File: config.mk
export PLATFORM = sky130hd
export DESIGN_NAME = pwm_encoder_angle_tracker_unit
export DESIGN_NICKNAME = d
export VERILOG_FILES = /design/src/rtl/core/pwmenc_pkg.sv /design/src/rtl/core/pwmenc_ctrl.sv /design/src/rtl/core/pwmenc_dp.sv /design/src/rtl/core/pwm_encoder_angle_tracker_unit.sv
export VERILOG_INCLUDE_DIRS = /design/src /design/src/rtl/core
export SDC_FILE = /design/constraint.sdc
export NUM_CORES = 2
export LEC_CHECK = 0
export ABC_CLOCK_PERIOD_IN_PS = 12460
export BUFFER_PORTS_ARGS = -buffer_cell sky130_fd_sc_hd__buf_2
export CAP_MARGIN = 20
export CELL_PAD_IN_SITES_DETAIL_PLACEMENT = 1
export CELL_PAD_IN_SITES_GLOBAL_PLACEMENT = 2
export CORE_MARGIN = 3
export CORE_UTILIZATION = 42
export CTS_CLUSTER_DIAMETER = 80
export CTS_CLUSTER_SIZE = 24
export DETAILED_ROUTE_END_ITERATION = 6
export GPL_ROUTABILITY_DRIVEN = 0
export PLACE_DENSITY = 0.93
export SYNTH_ARGS = -nofsm -noshare
export SYNTH_HDL_FRONTEND = slang
export SYNTH_SLANG_ARGS = --single-unit
File: constraint.sdc
create_clock -name clk_i -period 12.46 [get_ports clk_i]
set_input_delay 0.623 -clock clk_i [delete_from_list [all_inputs] [get_ports clk_i]]
set_output_delay 0.623 -clock clk_i [all_outputs]
set_load 0.05 [all_outputs]
File: src/rtl/core/pwm_encoder_angle_tracker_unit_macros.svh
// Assertion helpers for the encoder angle tracker.
// Both macros sample on clk_i and stay quiet while rst_ni is low.
`ifndef PWM_ENCODER_ANGLE_TRACKER_UNIT_MACROS_SVH
`define PWM_ENCODER_ANGLE_TRACKER_UNIT_MACROS_SVH
`ifndef SYNTH
`define PWMENC_ASSERT(label, prop, msg) \
  label: assert property (@(posedge clk_i) disable iff (!rst_ni) prop) else $error(msg);
`define PWMENC_ASSERT_NEVER(label, cond, msg) \
  label: assert property (@(posedge clk_i) disable iff (!rst_ni) !(cond)) else $error(msg);
`else
`define PWMENC_ASSERT(label, prop, msg)
`define PWMENC_ASSERT_NEVER(label, cond, msg)
`endif
`endif

File: src/rtl/core/pwmenc_pkg.sv
`default_nettype none

package pwmenc_pkg;

  // Request kinds on the input stream
  localparam logic [1:0] KIND_EDGE   = 2'd0;
  localparam logic [1:0] KIND_OVF    = 2'd1;
  localparam logic [1:0] KIND_UPDATE = 2'd2;

  // Configuration register indexes
  localparam logic [1:0] CFG_PERIOD = 2'd0;
  localparam logic [1:0] CFG_LOW    = 2'd1;
  localparam logic [1:0] CFG_HIGH   = 2'd2;

  localparam int TS_W     = 16;
  localparam int PERIOD_W = 16;
  localparam int DUTY_W   = 10;
  localparam int TALLY_W  = 16;
  localparam int ANGLE_W  = 16;
  localparam int TURN_W   = 16;
  localparam int CFG_W    = 16;

  localparam logic [PERIOD_W-1:0] PERIOD_RST = 16'd1100;
  localparam logic [DUTY_W-1:0]   LOW_RST    = 10'd29;
  localparam logic [DUTY_W-1:0]   HIGH_RST   = 10'd971;
  localparam logic [TURN_W-1:0]   TURN_RST   = 16'hFFFF;
  localparam logic [TURN_W-1:0]   TURN_MIN   = 16'h8000;
  localparam logic [TURN_W-1:0]   TURN_MAX   = 16'h7FFF;

  // Controller to datapath commands
  typedef struct packed {
    logic take;
    logic load_width;
    logic load_prod;
    logic load_mag;
    logic load_num;
    logic div_step;
    logic commit;
    logic reject;
    logic load_out;
  } pwmenc_cmd_t;

  // Datapath to controller status
  typedef struct packed {
    logic long_op;
    logic in_range;
    logic div_done;
  } pwmenc_sts_t;

endpackage

`default_nettype wire

File: src/rtl/core/pwmenc_ctrl.sv
`default_nettype none

module pwmenc_ctrl import pwmenc_pkg::*; (
  input  wire logic        clk_i,
  input  wire logic        rst_ni,
  input  wire logic        in_valid_i,
  output logic             in_ready_o,
  output logic             out_valid_o,
  input  wire logic        out_ready_i,
  input  wire pwmenc_sts_t sts_i,
  output pwmenc_cmd_t      cmd_o,
  output logic             busy_o
);

  localparam logic [2:0] ST_IDLE  = 3'd0;
  localparam logic [2:0] ST_WIDTH = 3'd1;
  localparam logic [2:0] ST_CHECK = 3'd2;
  localparam logic [2:0] ST_MAG   = 3'd3;
  localparam logic [2:0] ST_NUM   = 3'd4;
  localparam logic [2:0] ST_DIV   = 3'd5;
  localparam logic [2:0] ST_FIN   = 3'd6;
  localparam logic [2:0] ST_REJ   = 3'd7;

  logic [2:0] state_q, state_d;
  logic       out_valid_q, out_valid_d;
  logic       out_free;

  assign out_free = !out_valid_q || out_ready_i;

  always_comb begin
    state_d    = state_q;
    cmd_o      = '0;
    in_ready_o = 1'b0;
    unique case (state_q)
      ST_IDLE: begin
        in_ready_o = out_free;
        if (in_valid_i && out_free) begin
          cmd_o.take = 1'b1;
          if (sts_i.long_op) begin
            state_d = ST_WIDTH;
          end else begin
            cmd_o.load_out = 1'b1;
          end
        end
      end
      ST_WIDTH: begin
        cmd_o.load_width = 1'b1;
        state_d          = ST_CHECK;
      end
      ST_CHECK: begin
        if (sts_i.in_range) begin
          cmd_o.load_prod = 1'b1;
          state_d         = ST_MAG;
        end else begin
          state_d = ST_REJ;
        end
      end
      ST_MAG: begin
        cmd_o.load_mag = 1'b1;
        state_d        = ST_NUM;
      end
      ST_NUM: begin
        cmd_o.load_num = 1'b1;
        state_d        = ST_DIV;
      end
      ST_DIV: begin
        if (sts_i.div_done) begin
          state_d = ST_FIN;
        end else begin
          cmd_o.div_step = 1'b1;
        end
      end
      ST_FIN: begin
        if (out_free) begin
          cmd_o.commit   = 1'b1;
          cmd_o.load_out = 1'b1;
          state_d        = ST_IDLE;
        end
      end
      ST_REJ: begin
        if (out_free) begin
          cmd_o.reject   = 1'b1;
          cmd_o.load_out = 1'b1;
          state_d        = ST_IDLE;
        end
      end
    endcase
  end

  assign out_valid_d = cmd_o.load_out ? 1'b1 : (out_ready_i ? 1'b0 : out_valid_q);

  always_ff @(posedge clk_i or negedge rst_ni) begin
    if (!rst_ni) begin
      state_q     <= ST_IDLE;
      out_valid_q <= 1'b0;
    end else begin
      state_q     <= state_d;
      out_valid_q <= out_valid_d;
    end
  end

  assign out_valid_o = out_valid_q;
  assign busy_o      = (state_q != ST_IDLE);

endmodule

`default_nettype wire

File: src/rtl/core/pwmenc_dp.sv
`default_nettype none

module pwmenc_dp import pwmenc_pkg::*; #(
  parameter int TIMER_BITS      = 16,
  parameter int ANGLE_FRAC_BITS = 6
) (
  input  wire logic                clk_i,
  input  wire logic                rst_ni,
  input  wire logic                cfg_valid_i,
  input  wire logic [1:0]          cfg_index_i,
  input  wire logic [CFG_W-1:0]    cfg_data_i,
  input  wire logic [1:0]          kind_i,
  input  wire logic [TS_W-1:0]     ts_i,
  input  wire pwmenc_cmd_t         cmd_i,
  output pwmenc_sts_t              sts_o,
  output logic [ANGLE_W-1:0]       out_angle_o,
  output logic [TURN_W-1:0]        out_turns_o,
  output logic                     out_updated_o,
  output logic                     out_rejected_o
);

  localparam int TB      = TIMER_BITS;
  localparam int F       = ANGLE_FRAC_BITS;
  localparam int WIDTH_W = TB + 18;
  localparam int PROD_W  = 26;
  localparam int MAG_W   = 26;
  localparam int DEN_W   = 27;
  localparam int NUM_W   = 36 + F;
  localparam int AW      = NUM_W + 2;
  localparam int CNT_W   = $clog2(NUM_W + 1);
  localparam int AngleRstInt = ((180 << F) > 32767) ? 32767 : (180 << F);
  localparam logic [ANGLE_W-1:0] ANGLE_RST = ANGLE_W'(AngleRstInt);
  localparam logic signed [AW-1:0] ANGLE_BASE = AW'(359 << F);
  localparam logic signed [AW-1:0] SAT_MAX = AW'(32767);
  localparam logic signed [AW-1:0] SAT_MIN = AW'(-32768);
  localparam logic signed [31:0] JUMP_THR = 32'(180 << F);

  // Configuration registers
  logic [PERIOD_W-1:0] period_q;
  logic [DUTY_W-1:0]   low_q, high_q;

  // Capture state
  logic                awaiting_q, ready_q;
  logic [TB-1:0]       rise_q, fall_q;
  logic [TALLY_W-1:0]  tally_q;
  logic [ANGLE_W-1:0]  angle_q, angle_d;
  logic [TURN_W-1:0]   turn_q, turn_d;

  // Arithmetic pipeline
  logic signed [WIDTH_W-1:0] width_q, width_d;
  logic [PROD_W-1:0]   p1_q, p2_q;
  logic [DEN_W-1:0]    den_q, den_d;
  logic [MAG_W-1:0]    mag_q, mag_d;
  logic                neg_q;
  logic [NUM_W-1:0]    dvd_q;
  logic [DEN_W-1:0]    rem_q;
  logic [CNT_W-1:0]    cnt_q;

  logic [TB+TS_W-1:0]  ts_wide;
  logic [TB-1:0]       ts_t, sdiff;
  logic [PERIOD_W-1:0] period_eff;
  logic signed [11:0]  d_raw;
  logic [10:0]         d_eff;
  logic signed [26:0]  diff;
  logic [26:0]         diff_abs;
  logic [34:0]         prod;
  logic [NUM_W-1:0]    dvd_d;
  logic [DEN_W:0]      trial;
  logic                qbit;
  logic [DEN_W-1:0]    rem_next;
  logic signed [AW-1:0] q_s, a_full;
  logic [ANGLE_W-1:0]  a_new;
  logic signed [31:0]  jump;

  assign ts_wide    = {{TB{1'b0}}, ts_i};
  assign ts_t       = ts_wide[TB-1:0];
  assign period_eff = (period_q == '0) ? PERIOD_W'(1) : period_q;
  assign d_raw      = $signed({2'b00, high_q}) - $signed({2'b00, low_q}) + 12'sd10;
  assign d_eff      = (d_raw < 12'sd1) ? 11'd1 : d_raw[10:0];

  // Signed timestamp difference plus whole timer wraps
  assign sdiff   = fall_q - rise_q;
  assign width_d = $signed({{18{sdiff[TB-1]}}, sdiff})
                 + $signed({2'b00, tally_q, {TB{1'b0}}});

  assign den_d    = period_eff * d_eff;
  assign diff     = $signed({1'b0, p1_q}) - $signed({1'b0, p2_q});
  assign diff_abs = diff[26] ? (27'd0 - diff) : diff;
  assign mag_d    = diff_abs[MAG_W-1:0];
  assign prod     = mag_q * 9'd360;
  // Bias by half the divisor so the truncating divide rounds to nearest
  assign dvd_d    = (NUM_W'(prod) << F) + NUM_W'(den_q >> 1);

  // One restoring division step
  assign trial    = {rem_q, dvd_q[NUM_W-1]};
  assign qbit     = (trial >= {1'b0, den_q});
  assign rem_next = qbit ? DEN_W'(trial - {1'b0, den_q}) : trial[DEN_W-1:0];

  // Final angle with saturation, then the wrap check against the old angle
  assign q_s    = neg_q ? -$signed({2'b00, dvd_q}) : $signed({2'b00, dvd_q});
  assign a_full = ANGLE_BASE - q_s;
  assign a_new  = (a_full > SAT_MAX) ? ANGLE_W'(SAT_MAX) :
                  (a_full < SAT_MIN) ? ANGLE_W'(SAT_MIN) : a_full[ANGLE_W-1:0];
  assign jump   = $signed({{16{a_new[15]}}, a_new}) - $signed({{16{angle_q[15]}}, angle_q});

  always_comb begin
    angle_d = angle_q;
    turn_d  = turn_q;
    if (cmd_i.commit) begin
      angle_d = a_new;
      if (jump > JUMP_THR) begin
        if (turn_q != TURN_MIN) turn_d = turn_q - 1'b1;
      end else if (jump < -JUMP_THR) begin
        if (turn_q != TURN_MAX) turn_d = turn_q + 1'b1;
      end
    end
  end

  assign sts_o.long_op  = (kind_i == KIND_UPDATE) && ready_q;
  assign sts_o.in_range = (width_q[WIDTH_W-1:16] == '0) && (width_q[15:0] <= period_eff);
  assign sts_o.div_done = (cnt_q == '0);

  always_ff @(posedge clk_i or negedge rst_ni) begin
    if (!rst_ni) begin
      period_q   <= PERIOD_RST;
      low_q      <= LOW_RST;
      high_q     <= HIGH_RST;
      awaiting_q <= 1'b0;
      ready_q    <= 1'b0;
      rise_q     <= '0;
      fall_q     <= '0;
      tally_q    <= '0;
      angle_q    <= ANGLE_RST;
      turn_q     <= TURN_RST;
      cnt_q      <= '0;
    end else begin
      if (cfg_valid_i) begin
        unique case (cfg_index_i)
          CFG_PERIOD: period_q <= cfg_data_i[PERIOD_W-1:0];
          CFG_LOW:    low_q    <= cfg_data_i[DUTY_W-1:0];
          CFG_HIGH:   high_q   <= cfg_data_i[DUTY_W-1:0];
          default:    ;
        endcase
      end
      if (cmd_i.take) begin
        unique case (kind_i)
          KIND_EDGE: begin
            if (!awaiting_q && !ready_q) begin
              rise_q     <= ts_t;
              tally_q    <= '0;
              awaiting_q <= 1'b1;
            end else if (awaiting_q && !ready_q) begin
              fall_q     <= ts_t;
              awaiting_q <= 1'b0;
              ready_q    <= 1'b1;
            end
          end
          KIND_OVF: begin
            if (awaiting_q && !ready_q && (tally_q != '1)) tally_q <= tally_q + 1'b1;
          end
          KIND_UPDATE: ready_q <= 1'b0;
          default: ;
        endcase
      end
      if (cmd_i.load_num) begin
        cnt_q <= CNT_W'(NUM_W);
      end else if (cmd_i.div_step) begin
        cnt_q <= cnt_q - 1'b1;
      end
      angle_q <= angle_d;
      turn_q  <= turn_d;
    end
  end

  always_ff @(posedge clk_i) begin
    if (cmd_i.load_width) width_q <= width_d;
    if (cmd_i.load_prod) begin
      p1_q  <= width_q[15:0] * 10'd1000;
      p2_q  <= low_q * period_eff;
      den_q <= den_d;
    end
    if (cmd_i.load_mag) begin
      mag_q <= mag_d;
      neg_q <= diff[26];
    end
    if (cmd_i.load_num) begin
      dvd_q <= dvd_d;
      rem_q <= '0;
    end else if (cmd_i.div_step) begin
      dvd_q <= {dvd_q[NUM_W-2:0], qbit};
      rem_q <= rem_next;
    end
    if (cmd_i.load_out) begin
      out_angle_o    <= angle_d;
      out_turns_o    <= turn_d;
      out_updated_o  <= cmd_i.commit;
      out_rejected_o <= cmd_i.reject;
    end
  end

endmodule

`default_nettype wire

File: src/rtl/core/pwm_encoder_angle_tracker_unit.sv
// Edge, overflow and idle update requests: result valid in the cycle after accept.
// Update with a finished capture: width, range check, products, magnitude, numerator,
// then the one-bit-per-cycle restoring divider, then the result; out-of-range widths
// go from the range check to a rejection. One request in flight at a time; a request is
// taken when the result slot is free. Reset (async, active low): registers to 1100/29/971,
// capture idle, angle 180 deg, turns -1, output stream empty.
`default_nettype none
`include "pwm_encoder_angle_tracker_unit_macros.svh"

module pwm_encoder_angle_tracker_unit import pwmenc_pkg::*; #(
  parameter int TIMER_BITS      = 16,
  parameter int ANGLE_FRAC_BITS = 6
) (
  input  wire logic              clk_i,
  input  wire logic              rst_ni,
  // Configuration write channel
  input  wire logic              cfg_valid_i,
  output logic                   cfg_ready_o,
  input  wire logic [1:0]        cfg_index_i,
  input  wire logic [CFG_W-1:0]  cfg_data_i,
  // Request stream
  input  wire logic              s_axis_tvalid,
  output logic                   s_axis_tready,
  input  wire logic [15:0]       s_axis_tdata,   // [15:0] timestamp
  input  wire logic [1:0]        s_axis_tuser,   // [1:0] kind
  // Result stream
  output logic                   m_axis_tvalid,
  input  wire logic              m_axis_tready,
  output logic [31:0]            m_axis_tdata,   // [15:0] angle, [31:16] turns
  output logic [1:0]             m_axis_tuser    // [0] updated, [1] rejected
);

  pwmenc_cmd_t        cmd;
  pwmenc_sts_t        sts;
  logic               busy;
  logic [ANGLE_W-1:0] out_angle;
  logic [TURN_W-1:0]  out_turns;
  logic               out_updated, out_rejected;

  // Registers are written whenever offered; the user keeps writes to idle periods
  assign cfg_ready_o = 1'b1;

  // Sequencer: accepts requests, walks width check, products, divide and commit
  pwmenc_ctrl u_ctrl (
    .clk_i       (clk_i),
    .rst_ni      (rst_ni),
    .in_valid_i  (s_axis_tvalid),
    .in_ready_o  (s_axis_tready),
    .out_valid_o (m_axis_tvalid),
    .out_ready_i (m_axis_tready),
    .sts_i       (sts),
    .cmd_o       (cmd),
    .busy_o      (busy)
  );

  // Capture state, configuration, arithmetic and the result register
  pwmenc_dp #(
    .TIMER_BITS      (TIMER_BITS),
    .ANGLE_FRAC_BITS (ANGLE_FRAC_BITS)
  ) u_dp (
    .clk_i          (clk_i),
    .rst_ni         (rst_ni),
    .cfg_valid_i    (cfg_valid_i),
    .cfg_index_i    (cfg_index_i),
    .cfg_data_i     (cfg_data_i),
    .kind_i         (s_axis_tuser),
    .ts_i           (s_axis_tdata),
    .cmd_i          (cmd),
    .sts_o          (sts),
    .out_angle_o    (out_angle),
    .out_turns_o    (out_turns),
    .out_updated_o  (out_updated),
    .out_rejected_o (out_rejected)
  );

  assign m_axis_tdata = {out_turns, out_angle};
  assign m_axis_tuser = {out_rejected, out_updated};

  // Every accepted request either yields a result at once or starts the sequence
  `PWMENC_ASSERT(a_accept_progress, (s_axis_tvalid && s_axis_tready) |=> (m_axis_tvalid || busy), "accepted request neither answered nor in progress")
  // Hold off new requests while a computation runs
  `PWMENC_ASSERT_NEVER(a_no_accept_busy, busy && s_axis_tready, "request accepted while busy")
  // A result is never both an update and a rejection
  `PWMENC_ASSERT_NEVER(a_flags_excl, m_axis_tvalid && m_axis_tuser[0] && m_axis_tuser[1], "updated and rejected both set")

endmodule

`default_nettype wire

==> summary.md <==
| Metric | Value |
|---|---|
| Residual DRC | `0` |
| Global-route wire length before repair | `174000 µm` |
| Worst r2r path cells | `33` |
| Crit-path max FO | `18` |
| RSZ-0062 raised after global routing | `false` |
| Worst-margin pin slew | `1010 ps` |
| Row cnt | `111` |
| Slew Viols, Final | `0` |
| Layout area overhead | `6.42%` |
| Cells after DPL | `5471` |
| TritonCTS buffer count | `25` |
| Met3 WL | `3550 µm` |
| Worst endpoint data arrival time | `10600 ps` |
| Final hold slack | `205 ps` |
| Area of the core | `0.0924 mm²` |
| Largest net degree at the start of global routing | `75` |
| Post-synth EDFFs | `213` |
| Main combinational cell family by area after synthesis | `adder cells` |
| Post-Syn Area per Cell | `9.23 µm²` |
| Crit path kind | `flip-flop to flip-flop` |
| Main flop type after synthesis | `edfxtp_1` |
| Max cap viols | `0` |
| # nets final | `5031` |
| WL final | `106000 µm` |
| Pre-antenna DRT Iters | `5` |
| Post-DP HPWL | `85000 µm` |
| Drt initial violations | `1639` |
| Syn. warnings | `0` |
| Status | `finished, final reports clean` |
| CTS tree | `done` |
| Crit-path slowest cell | `fa_1` |
| Register area share after synthesis | `0.258` |
| Share of layout cells above drive strength 1 | `0.0720` |
| # diodes | `0` |
| Startpoint Class | `flip-flop` |
| Post-cts sizing count | `0` |
| Area of the die | `0.0976 mm²` |
| Delay of the slowest critical-path stage | `910 ps` |
| Simple logic cell fraction of the synthesized area | `0.154` |
| Starting density of the core | `0.427` |
| Yosys cell types | `99` |
| Ports | `78` |
| CTS max path bufs | `3` |
| Post-route ant nets | `0` |
| Final Hold Viols | `0` |
| Post-DR wirelength/cell | `19.2 µm` |
| Via-to-Cell Ratio | `5.53` |
| Minimum clock period | `10260 ps` |
| Top Metal Used | `met4` |
| Synth async-reset ratio | `0.348` |
| Non-filler cells, final | `5519` |
| Setup bufs post-CTS | `0` |
| Clock-pin slew on the worst setup and hold paths | `100 ps` |
| Clock Skew | `29.3 ps` |
| Synth Area in XOR/XNOR | `0.0701` |
| Cells after Synth | `4272` |
| Hold Crit Class | `input port to flip-flop` |
| CTS Sinks | `368` |
| Final worst-path cycle share | `0.824` |
| Wl on met1 | `44900 µm` |
| Final setup TNS | `0 ps` |
| Post-synth net total | `5045` |
| Compound-gate portion of the synthesized area | `0.132` |
| Port bufs | `76` |
| WP data required | `12800 ps` |
| Hold_buf cts | `1` |
| Multiplexer area fraction after synthesis | `0.0183` |
| Die Wd | `312 µm` |
| CTS HTree Levels | `1` |
| WL met2 | `53900 µm` |
| Worst-Skew Late Latency | `600 ps` |
| FMAX | `97.4 MHz` |
| # fillers | `10700` |
| Die H | `312 µm` |
| Via count | `30500` |
| Final Setup Violations | `0` |
| Number of cells on the worst hold path | `2` |
| Synth Register Bits | `368` |
| All-layer global routing usage | `0.217` |
| Mapped cell area | `0.0394 mm²` |
| Initial antenna violation count | `1` |
| GR Overflow Total | `0` |
| Vias in the first global route | `32500` |
| CP Capture Type | `flip-flop` |
| Adder-cell area share of the yosys netlist | `0.297` |
| CTS Root Cell | `clkbuf_16` |
| Slew headroom | `0.320` |
-- sequential cells by signal (all words and copies together), names as in the netlist, 3 cells and up --
signal            cells
u_ctrl.state_q        3
u_dp.out_angle_o     16
u_dp.fall_q          16
u_dp.width_q         34
u_dp.rem_q           27
u_dp.den_q           27
u_dp.period_q        16
u_dp.rise_q          16
u_dp.turn_q          16
u_dp.high_q          10
u_dp.out_turns_o     16
u_dp.p2_q            26
u_dp.p1_q            23
u_dp.mag_q           26
u_dp.tally_q         16
u_dp.dvd_q           42
u_dp.cnt_q            6
u_dp.angle_q         16
u_dp.low_q           10
-- Yosys cell counts (all sizes together) (10+ instances only) --
library cell    n  area [µm²]
o21a           40         300
or3            26         163
or4            11        90.1
and2           33         206
a211oi         17         133
nor2          270        1010
o221ai         12         161
dfxtp          27         541
a21o           44         330
mux2i          18         180
a21oi         181         906
nand2b         42         263
nand2         438        1650
clkbuf        121         457
nand4          34         213
o211ai         17         133
o21bai         26         195
nor2b          39         244
nand3          75         375
inv           575        2160
nor3b          12        90.1
dfstp          35         920
a21boi         22         165
mux2           48         541
a31oi          44         282
nor3          148         761
ha            391        4890
o21ai         234        1190
nor4           58         408
edfxtp        213        6400
and3           24         150
a22o           16         140
o41ai          14         156
o31ai          22         179
xnor2         179        1570
buf            30         155
dfrtp          93        2330
fa            341        6830
o22ai          10        62.6
or2            21         131
xor2          135        1200
-- through the flow --
stage / cell area, µm² / util / setup slack, ps
after floorplan: 39400 / - / 3380
after global placement: 41000 / 0.444 / 2740
after detailed placement: 41000 / 0.444 / 2310
after CTS: 41900 / 0.454 / 2250
after global routing: 42000 / 0.454 / 1260
final: 42000 / 0.454 / 2200
-- worst max-delay path, delay by kind of cell, from the launching register on --
family	cells	cell delay, ps
XOR/XNOR	1	70
flip-flops	1	730
buffers and inverters	5	260
AND/OR/NAND/NOR	8	2030
AO/OA/AOI/OAI	10	2710
adder cells (fa/ha/maj)	9	4190
-- routing by layer --
layer  GRT usage  up-vias
li1            -    14500
met1       0.272    15300
met2       0.391      569
met3      0.0204      176
met4      0.0687        0
met5           0        -
-- cell type report --
class | instances | area [µm²] | area share
multi-input cells | 3172 | 26500 | 0.632
flip-flops and latches | 368 | 10200 | 0.243
inverters | 581 | 2180 | 0.0520
well taps | 1243 | 1560 | 0.0371
repair buffers | 110 | 669 | 0.0160
clock buffers | 28 | 657 | 0.0157
clock inverters | 17 | 208 | 0.00495
-- worst paths after layout --
kind,endpoint,start,slack (ps)
worst max-delay path,u_dp.den_q[25],u_dp.low_q[0],2200
worst min-delay path,u_dp.ready_q,s_axis_tuser[1],200
worst max register to register,u_dp.den_q[25],u_dp.low_q[0],2200
worst min register to register,u_dp.rem_q[4],u_dp.rem_q[4],490
max in group asynchronous,u_dp.rise_q[8],rst_ni,10240
min in group asynchronous,u_dp.angle_q[6],rst_ni,440
-- cells by family (layout without fill, tap and decap cells) --
group | count (synthesis) | after routing
muxes | 66 | 66
xor gates and xnor gates | 314 | 314
adders and majority gates | 732 | 732
and+or+nand+nor | 1265 | 1265
AOI/OAI and AO/OA | 794 | 794
other | 1 | 1
DFF | 368 | 368
buffers and inverters | 732 | 736
-- placed cells by master, fill, tap and decap left out, types with 10 or more instances in the layout --
cell	instances
clkbuf_16	25
nor2b_1	39
buf_2	75
buf_4	31
dfstp_2	35
a21oi_1	181
o22ai_1	10
dfxtp_1	27
and3_1	24
xnor2_1	179
dfrtp_1	93
xor2_1	133
mux2i_1	18
edfxtp_1	213
a22o_1	16
o41ai_1	11
o31ai_1	20
o211ai_1	16
a21boi_0	22
nand2_1	436
or3_1	26
o21bai_1	26
nor2_1	268
a211oi_1	16
nand4_1	34
nand3_1	75
nor3_1	144
and2_1	33
mux2_2	47
nor4_1	55
o21a_1	40
o21ai_0	223
inv_1	575
a21o_1	44
a31oi_1	43
nand2b_1	42
or2_2	20
ha_1	391
fa_1	341
Power is left out: the tool's default activity adds up to more than one toggle a clock period on the data nets, which glitch-free logic cannot reach.
